$ cat src/design/ptt_pkg.sv
// ============================================================================
// ptt_pkg - shared types and constants of the periodic task timer table
// Holds the command and result item layouts, the token that travels along
// the row of slot cells, and the sizing constants of the table.
// ============================================================================
package ptt_pkg;

    // Table sizing.
    localparam int MAX_TASKS   = 16;
    localparam int TIME_BITS   = 32;
    localparam int MAX_RESULTS = 16;

    localparam int SLOT_BITS = (MAX_TASKS > 1) ? $clog2(MAX_TASKS) : 1;
    localparam int CNT_BITS  = $clog2(MAX_RESULTS + 1);
    localparam int ID_BITS   = 4;
    localparam int CMP_BITS  = (SLOT_BITS > ID_BITS) ? SLOT_BITS : ID_BITS;
    localparam int WIDE_BITS = (TIME_BITS > 32) ? TIME_BITS : 32;

    typedef logic [TIME_BITS-1:0] time_t;
    typedef logic [SLOT_BITS-1:0] slot_t;
    typedef logic [CNT_BITS-1:0]  cnt_t;

    // Command codes.
    typedef enum logic [1:0] {
        KIND_TICK   = 2'd0,
        KIND_ADD    = 2'd1,
        KIND_STOP   = 2'd2,
        KIND_SETPER = 2'd3
    } kind_t;

    // Result status codes.
    typedef enum logic [1:0] {
        ST_OK     = 2'd0,
        ST_FULL   = 2'd1,
        ST_NOTASK = 2'd2,
        ST_IDLE   = 2'd3
    } status_t;

    // Input item.
    typedef struct packed {
        kind_t               kind;
        logic [31:0]         now;
        logic [ID_BITS-1:0]  task_id;
        logic                run_once;
        logic [31:0]         period;
        logic [31:0]         first_delay;
    } cmd_t;

    // Result item.
    typedef struct packed {
        status_t             status;
        logic [ID_BITS-1:0]  slot_id;
        logic                fired;
        logic                last;
    } res_t;

    // Token handed from cell to cell while a command is in progress.
    typedef struct packed {
        logic                valid;
        kind_t               kind;
        time_t               now;
        logic [ID_BITS-1:0]  task_id;
        logic                run_once;
        time_t               period;
        time_t               add_due;
        logic                done;
        slot_t               slot;
        cnt_t                fire_cnt;
    } tok_t;

    // Firing report of one cell.
    typedef struct packed {
        logic  fire;
        slot_t slot;
    } evt_t;

    // Reduce a 32-bit time value to the table's time width.
    function automatic time_t to_time(input logic [31:0] v);
        logic [WIDE_BITS-1:0] w;
        w = WIDE_BITS'(v);
        return w[TIME_BITS-1:0];
    endfunction

    // Slot index as it appears in the 4-bit id field of a result.
    function automatic logic [ID_BITS-1:0] slot_to_id(input slot_t s);
        logic [CMP_BITS-1:0] w;
        w = CMP_BITS'(s);
        return w[ID_BITS-1:0];
    endfunction

endpackage

$ cat src/design/ptt_cell.sv
// ============================================================================
// ptt_cell - one task slot of the timer table
// Holds a slot's state and acts on the command token as it passes through,
// then hands the token on to the next cell in the following cycle.
// ============================================================================
module ptt_cell
    import ptt_pkg::*;
(
    input  logic  clk,
    input  logic  rst_n,
    input  slot_t idx,
    input  tok_t  tok_in,
    output tok_t  tok_out,
    output evt_t  evt
);

    logic  valid_reg;
    logic  valid_next;
    logic  run_once_reg;
    logic  run_once_next;
    time_t due_reg;
    time_t due_next;
    time_t period_reg;
    time_t period_next;
    tok_t  tok_reg;
    tok_t  tok_next;

    logic  hit_add;
    logic  hit_id;
    logic  hit_fire;

    // Decide whether this slot takes part in the passing command.
    always_comb
    begin
        hit_add  = tok_in.valid && (tok_in.kind == KIND_ADD) && !tok_in.done && !valid_reg;
        hit_id   = tok_in.valid && ((tok_in.kind == KIND_STOP) || (tok_in.kind == KIND_SETPER))
                   && (CMP_BITS'(idx) == CMP_BITS'(tok_in.task_id)) && valid_reg;
        hit_fire = tok_in.valid && (tok_in.kind == KIND_TICK) && valid_reg
                   && (due_reg <= tok_in.now) && (tok_in.fire_cnt < CNT_BITS'(MAX_RESULTS));
    end

    // Slot state update.
    always_comb
    begin
        valid_next    = valid_reg;
        run_once_next = run_once_reg;
        due_next      = due_reg;
        period_next   = period_reg;
        if (hit_add)
        begin
            valid_next    = 1'b1;
            run_once_next = tok_in.run_once;
            due_next      = tok_in.add_due;
            period_next   = tok_in.period;
        end
        if (hit_id && (tok_in.kind == KIND_STOP))
        begin
            valid_next = 1'b0;
        end
        if (hit_id && (tok_in.kind == KIND_SETPER))
        begin
            period_next = tok_in.period;
        end
        if (hit_fire)
        begin
            due_next = tok_in.now + period_reg;
            if (run_once_reg)
            begin
                valid_next = 1'b0;
            end
        end
    end

    // Token passed on to the neighbour.
    always_comb
    begin
        tok_next = tok_in;
        if (hit_add || hit_id)
        begin
            tok_next.done = 1'b1;
            tok_next.slot = idx;
        end
        if (hit_fire)
        begin
            tok_next.fire_cnt = tok_in.fire_cnt + cnt_t'(1);
        end
    end

    // Control state.
    always_ff @(posedge clk or negedge rst_n)
    begin
        if (!rst_n)
        begin
            valid_reg <= 1'b0;
            tok_reg   <= '0;
        end
        else
        begin
            valid_reg <= valid_next;
            tok_reg   <= tok_next;
        end
    end

    // Slot payload, meaningful only while the slot is live.
    always_ff @(posedge clk)
    begin
        run_once_reg <= run_once_next;
        due_reg      <= due_next;
        period_reg   <= period_next;
    end

    // The report is all zero unless this cell fires, so reports can be ORed.
    assign tok_out  = tok_reg;
    assign evt.fire = hit_fire;
    assign evt.slot = hit_fire ? idx : '0;

endmodule

$ cat src/design/periodic_task_timer_table_top.sv
// ============================================================================
// periodic_task_timer_table_top - table of periodic and run-once timed tasks
// An accepted item's token is registered, walks the row of slot cells, and the
// final result is registered from the token leaving the last cell; busy falls
// in that cycle, so no new item is taken until the one before it is through.
// A tick reports each firing as the sweep finds the next one or ends.
// Reset: asynchronous, leaves the table empty; results cannot be stalled.
// ============================================================================
module periodic_task_timer_table_top
    import ptt_pkg::*;
(
    input  logic clk,
    input  logic rst_n,
    input  logic start,
    output logic busy,
    input  cmd_t cmd,
    output logic result_valid,
    output res_t result
);

    tok_t  launch_reg;
    tok_t  launch_next;
    logic  busy_reg;
    logic  busy_next;
    logic  pend_valid_reg;
    logic  pend_valid_next;
    slot_t pend_slot_reg;
    slot_t pend_slot_next;
    logic  result_valid_reg;
    logic  result_valid_next;
    res_t  result_reg;
    res_t  result_next;

    tok_t  tok_w [0:MAX_TASKS];
    evt_t  evt_w [0:MAX_TASKS-1];
    evt_t  evt_any;
    tok_t  tok_end;
    logic  accept;

    assign accept   = start && !busy_reg;
    assign tok_w[0] = launch_reg;
    assign tok_end  = tok_w[MAX_TASKS];

    // Row of slot cells.
    for (genvar g = 0; g < MAX_TASKS; g++)
    begin : g_cell
        ptt_cell u_cell (
            .clk     (clk),
            .rst_n   (rst_n),
            .idx     (slot_t'(g)),
            .tok_in  (tok_w[g]),
            .tok_out (tok_w[g+1]),
            .evt     (evt_w[g])
        );
    end

    // Only the cell holding the token can fire, so the reports merge by OR.
    always_comb
    begin
        evt_any = '0;
        for (int i = 0; i < MAX_TASKS; i++)
        begin
            evt_any = evt_any | evt_w[i];
        end
    end

    // Build the token for an accepted item.
    always_comb
    begin
        launch_next          = '0;
        launch_next.valid    = accept;
        launch_next.kind     = cmd.kind;
        launch_next.now      = to_time(cmd.now);
        launch_next.task_id  = cmd.task_id;
        launch_next.run_once = cmd.run_once;
        launch_next.period   = to_time(cmd.period);
        launch_next.add_due  = to_time(cmd.now) + to_time(cmd.first_delay);
    end

    // Busy from acceptance until the token leaves the last cell.
    always_comb
    begin
        busy_next = busy_reg;
        if (accept)
        begin
            busy_next = 1'b1;
        end
        else if (tok_end.valid)
        begin
            busy_next = 1'b0;
        end
    end

    // Result generation; a firing is held until it is known whether it is the last.
    always_comb
    begin
        result_valid_next = 1'b0;
        result_next       = '0;
        pend_valid_next   = pend_valid_reg;
        pend_slot_next    = pend_slot_reg;

        if (evt_any.fire)
        begin
            if (pend_valid_reg)
            begin
                result_valid_next   = 1'b1;
                result_next.status  = ST_OK;
                result_next.slot_id = slot_to_id(pend_slot_reg);
                result_next.fired   = 1'b1;
                result_next.last    = 1'b0;
            end
            pend_valid_next = 1'b1;
            pend_slot_next  = evt_any.slot;
        end

        if (tok_end.valid)
        begin
            result_valid_next = 1'b1;
            result_next.last  = 1'b1;
            pend_valid_next   = 1'b0;
            unique case (tok_end.kind)
                KIND_TICK:
                begin
                    if (pend_valid_reg)
                    begin
                        result_next.status  = ST_OK;
                        result_next.slot_id = slot_to_id(pend_slot_reg);
                        result_next.fired   = 1'b1;
                    end
                    else
                    begin
                        result_next.status = ST_IDLE;
                    end
                end
                KIND_ADD:
                begin
                    if (tok_end.done)
                    begin
                        result_next.status  = ST_OK;
                        result_next.slot_id = slot_to_id(tok_end.slot);
                    end
                    else
                    begin
                        result_next.status = ST_FULL;
                    end
                end
                KIND_STOP, KIND_SETPER:
                begin
                    result_next.status  = tok_end.done ? ST_OK : ST_NOTASK;
                    result_next.slot_id = tok_end.task_id;
                end
                default:
                begin
                    result_next.status = ST_IDLE;
                end
            endcase
        end
    end

    // Control and output registers.
    always_ff @(posedge clk or negedge rst_n)
    begin
        if (!rst_n)
        begin
            launch_reg       <= '0;
            busy_reg         <= 1'b0;
            pend_valid_reg   <= 1'b0;
            pend_slot_reg    <= '0;
            result_valid_reg <= 1'b0;
            result_reg       <= '0;
        end
        else
        begin
            launch_reg       <= launch_next;
            busy_reg         <= busy_next;
            pend_valid_reg   <= pend_valid_next;
            pend_slot_reg    <= pend_slot_next;
            result_valid_reg <= result_valid_next;
            result_reg       <= result_next;
        end
    end

    assign busy         = busy_reg;
    assign result_valid = result_valid_reg;
    assign result       = result_reg;

endmodule

$ cat config.mk
export PLATFORM = sky130hd
export DESIGN_NAME = periodic_task_timer_table_top
export DESIGN_NICKNAME = d
export VERILOG_FILES = /design/src/design/ptt_pkg.sv /design/src/design/ptt_cell.sv /design/src/design/periodic_task_timer_table_top.sv
export SDC_FILE = /design/constraint.sdc
export NUM_CORES = 2
export LEC_CHECK = 0
export BUFFER_PORTS_ARGS = -buffer_cell sky130_fd_sc_hd__buf_2
export CAP_MARGIN = 5
export CORE_MARGIN = 8
export CORE_UTILIZATION = 55
export DETAILED_ROUTE_END_ITERATION = 12
export GPL_TIMING_DRIVEN = 0
export PLACE_DENSITY_LB_ADDON = 0.05
export REMOVE_ABC_BUFFERS = 1
export SYNTH_ARGS = -nofsm -noshare
export SYNTH_HDL_FRONTEND = slang
export SYNTH_SLANG_ARGS = --single-unit
$ cat constraint.sdc
create_clock -name clk -period 3.6 [get_ports clk]
set_input_delay 0.54 -clock clk [delete_from_list [all_inputs] [get_ports clk]]
set_output_delay 0.54 -clock clk [all_outputs]
set_load 0.01 [all_outputs]
==> out/summary.log <==
qor: run.cap_violations 0
qor: setup_path.crit_chain ha_4, nand4_1, nor2_2, nand2_4, or4_4, a221o_1, o2111ai_4, o41ai_4, buf_6, buf_12, nand4b_1, nor4_4, buf_6, mux2_4
qor: timing.hold_viol 0
qor: global_route.grtUsageTotal 23.3%
qor: place.numPlacedInstances 12596
qor: floorplan.fp.dieArea 239000 µm²
qor: timing.tightest_slew 1.41 ns
qor: finish.utilization_after_layout 64.0%
qor: floorplan.die_x 489 µm
qor: routing.vias_per_cell 5.60
qor: setup_path.rr_worst_depth 14
qor: timing.max_freq 250 MHz
qor: yosys.netlist.top_cell.by_area sky130_fd_sc_hd__dfrtp_1
qor: hold_path.hold_path_class primary input to register
qor: setup_path.number_of_logic_stages_on_the_critical_path_including_buffering 14
qor: power_and_ir_drop.vdd_drop_max 0.486 mV
qor: routing.routed_wirelength 280 mm
qor: global_route.grt_first_pass_wirelength 435 mm
qor: status.run_status complete, but fails checks
qor: cts.clock-sinks 2868
qor: routing.drt_iter0_drc 3852
qor: yosys.ys_top_cells_by_area sky130_fd_sc_hd__dfrtp_1 37%, sky130_fd_sc_hd__edfxtp_1 25%, sky130_fd_sc_hd__ha_1 11%
qor: setup_path.r2r-end pend_slot_reg[3]
qor: setup_path.reg2reg_slack -0.40 ns
qor: timing.grt_setup_unrepaired true
qor: yosys.yosys_most_used_dff sky130_fd_sc_hd__dfrtp_1
qor: setup_path.cp.buffers_inverters 3
qor: floorplan.initial_utilization 55.4%
qor: cts.htree_num_levels 5
qor: cts.clk_pin_slew_worst_paths 0.06 ns
qor: setup_path.rr_startpoint g_cell[1].u_cell.due_reg[31]
qor: cts.cts.path.max_buffers 4
qor: routing.num_vias 74876
qor: timing.final.setup_skew 0.0500 ns
qor: yosys.synth_seq_area_share 62.6%
qor: yosys.synthArstFlopShare 63.7%
qor: timing.timing.max_slew.rel_slack 5.30%
qor: finish.number_of_flip_flops_under_the_largest_register_name 1693
qor: timing.final-setup-viol-count 47
qor: yosys.netlist_instances 9565
qor: setup_path.start_kind register
qor: setup_path.crit_top_cell sky130_fd_sc_hd__buf_6
qor: yosys.synth_area 123000 µm²
qor: global_route.grt_pass1_vias 82066
qor: yosys.syn_area_per_cell 12.9 µm²
qor: finish.num-nets-final 11339
qor: global_route.globalRouteOverflowTotal 0
qor: setup_path.critPathArrivalTime 4.80 ns
qor: setup_path.ws_path_type register to register
qor: global_route.initial_antenna_violation_count 5
qor: yosys.yosys_warnings 0
qor: finish.post_route_cells_drive_above_1_share 12.0%
qor: setup_path.worst_path_dominant_cell_family simple AND/OR/NAND/NOR gates
qor: cts.clock_latency 0.93 ns
qor: setup_path.worst-path-max-fanout 3
qor: place.dp_hpwl 205 mm
qor: setup_path.crit_path_end pend_slot_reg[3]
qor: yosys.synth_top_cell_area_share 37.2%
qor: routing.drt_pass1_iterations 6
qor: timing.min_tclk_post_route 4.00 ns
qor: timing.final_min_period_over_clock_period 111%
qor: timing.finalWorstSetupSlack -0.397 ns
qor: setup_path.max_stage_delay_on_crit_path 0.58 ns
qor: floorplan.ios 116
qor: finish.post_synthesis_to_final_layout_area_growth 15.6%
qor: place.placement.io_buffers 115
qor: setup_path.crit_path_end_kind register
qor: finish.nFillCells 16362
qor: finish.instances_no_fill 13375
qor: floorplan.die_height 489 µm
qor: yosys.synth_cell_type_count 84
qor: timing.final_max_slew_viol_count 0
qor: floorplan.design.core.area 222000 µm²
qor: cts.cts_tree done
qor: yosys.synthesis_stage_register_bit_count 2868
qor: routing.antenna_left 0
qor: power_and_ir_drop.pwr_per_cell_area 547 nW/µm²
qor: global_route.pin_count_of_the_biggest_net_entering_global_routing 171
qor: place.preCtsSetupSlack -1.89 ns
qor: setup_path.cp.required 4.40 ns
qor: yosys.synth_edf_count 1040
qor: cts.clk_root_buffer_cell sky130_fd_sc_hd__clkbuf_16
qor: floorplan.row_count 173
qor: cts.cts_buffers 311
qor: power_and_ir_drop.leakagePower 0.0624 µW
qor: place.gpl.final_weighted_congestion 0.939
qor: routing.drt-wirelength-per-cell 20.9 µm
qor: setup_path.critical_path_slowest_stage_cell sky130_fd_sc_hd__or4_4
qor: routing.remaining_drc_errors 0
qor: status.violations negative setup slack
qor: setup_path.critical_path.startpoint g_cell[1].u_cell.due_reg[31]
[worst min-delay path: cells and delay by family]
kind       cells  cell delay (ns)
xor+xnor       1             0.10
buf+inv        1             0.08
fa+ha+maj      1             0.24
[what timing repair did]
action | CTS | global route
setup buffers | 75 | 42
endpoints found under the hold margin | 205 | 0
pin swaps | 62 | 72
hold buffers | 91 | 0
setup endpoints to repair | 957 | 649
resized for setup | 262 | 132
cloned | 22 | 3
[routing by layer]
layer / wire (µm) / up-vias / global-route usage [%]
li1: - / 35696 / -
met1: 98900 / 36936 / 23.5
met2: 156000 / 1538 / 45.9
met3: 8280 / 706 / 2.98
met4: 16700 / 0 / 12.8
met5: 0 / - / 0
[kinds of logic (layout without fill, tap and decap cells)]
group / count (synthesis) / count (layout) / share of synthesized area [%]
xor gates and xnor gates: 487 / 487 / 3.47
buffers and inverters: 845 / 1659 / 2.58
adders and majority gates: 1069 / 1069 / 11.0
and+or+nand+nor: 1992 / 2004 / 8.02
muxes: 145 / 145 / 1.32
DFF: 2868 / 2868 / 62.6
other: 0 / 3 / 0
AOI/OAI and AO/OA: 2159 / 2165 / 11.1
[metrics by stage]
| stage | area, µm² | hold WS (ns) | TNS (ns) | total power [µW] |
|---|---|---|---|---|
| floorplan | 123000 | 0.244 | -940.51 | 44000 |
| global placement | 127000 | 0.350 | - | 46800 |
| detailed placement | 128000 | 0.356 | -638.27 | 47200 |
| CTS | 141000 | 0.00327 | -11.77 | 78400 |
| global route | 142000 | 0.0485 | -11.65 | 81200 |
| finish | 142000 | 0.0775 | -7.63 | 77800 |
[worst min-delay path by stage]
stage | from | endpoint | cells after the start | slack (ns)
after floorplan | rst_n | busy | 0 | 0.24
after global placement | launch_reg[62] | g_cell[0].u_cell.tok_out[62] | 0 | 0.35
after detailed placement | g_cell[10].u_cell.tok_out[47] | g_cell[11].u_cell.tok_out[47] | 0 | 0.36
after CTS | cmd[12] | launch_reg[22] | 3 | 0.003
after global routing | cmd[19] | launch_reg[29] | 3 | 0.05
final | cmd[19] | launch_reg[29] | 3 | 0.08
[cells in the final DEF, fill, tap and decap left out, types with 36 or more instances in the layout]
cell type	Yosys	routed
sky130_fd_sc_hd__dfrtp_1	1828	1828
sky130_fd_sc_hd__edfxtp_1	1040	1040
sky130_fd_sc_hd__ha_1	1052	1038
sky130_fd_sc_hd__inv_1	729	724
sky130_fd_sc_hd__a21oi_1	705	684
sky130_fd_sc_hd__nor2_1	513	501
sky130_fd_sc_hd__nand2_1	498	493
sky130_fd_sc_hd__o21ai_0	452	415
sky130_fd_sc_hd__clkbuf_16	0	322
sky130_fd_sc_hd__a21o_1	311	309
sky130_fd_sc_hd__xnor2_1	273	273
sky130_fd_sc_hd__xor2_1	214	214
sky130_fd_sc_hd__nand4_1	140	140
sky130_fd_sc_hd__nand3_1	143	137
sky130_fd_sc_hd__mux2_2	137	135
sky130_fd_sc_hd__nor3_1	126	115
sky130_fd_sc_hd__buf_2	0	115
sky130_fd_sc_hd__buf_4	0	111
sky130_fd_sc_hd__nor2b_1	115	106
sky130_fd_sc_hd__o21a_1	96	96
sky130_fd_sc_hd__nand2b_1	96	91
sky130_fd_sc_hd__dlygate4sd3_1	0	91
sky130_fd_sc_hd__clkbuf_1	110	88
sky130_fd_sc_hd__o21bai_1	76	75
sky130_fd_sc_hd__and3_1	70	68
sky130_fd_sc_hd__a211oi_1	80	62
sky130_fd_sc_hd__clkbuf_8	0	55
sky130_fd_sc_hd__clkinv_2	0	50
sky130_fd_sc_hd__or2_2	54	49
sky130_fd_sc_hd__a31oi_1	49	40
sky130_fd_sc_hd__o211ai_1	40	40
sky130_fd_sc_hd__and2_1	47	39
sky130_fd_sc_hd__buf_12	0	36
[layout make-up]
cell class                 count  area [µm²]  area share, %
timing repair buffer         381        3720           2.62
multi-input combinational   5870       45200           31.8
tap                         2975        3720           2.62
timing repair inverter         1        7.51        0.00528
antenna                        3        7.51        0.00528
sequential                  2868       77000           54.1
clock buffer                 463        9090           6.40
clock inverter                83         729          0.513
inverter                     731        2780           1.96
[where the power goes]
group | internal, µW | switching [µW]
clock network | 18200 | 12300
logic | 3590 | 4890
registers | 37100 | 1730
total | 58900 | 18900
[cell usage after synthesis, drive strengths merged, types with 16 or more instances]
cell and instances:
a2111oi 21, a211o 24, a211oi 80, a21boi 26, a21o 311, a21oi 705
a31o 19, a31oi 49, and2 48, and3 70, and4 27, clkbuf 110
dfrtp 1828, edfxtp 1040, fa 17, ha 1052, inv 729, mux2 137
nand2 498, nand2b 96, nand3 143, nand3b 17, nand4 140, nor2 513
nor2b 115, nor3 127, nor4 31, o211ai 40, o21a 96, o21ai 458
o21bai 76, o221ai 16, o22ai 20, o31a 18, o31ai 49, o41ai 21
or2 54, or3 39, or4 20, xnor2 273, xor2 214
(Power assumes the default switching activity.)
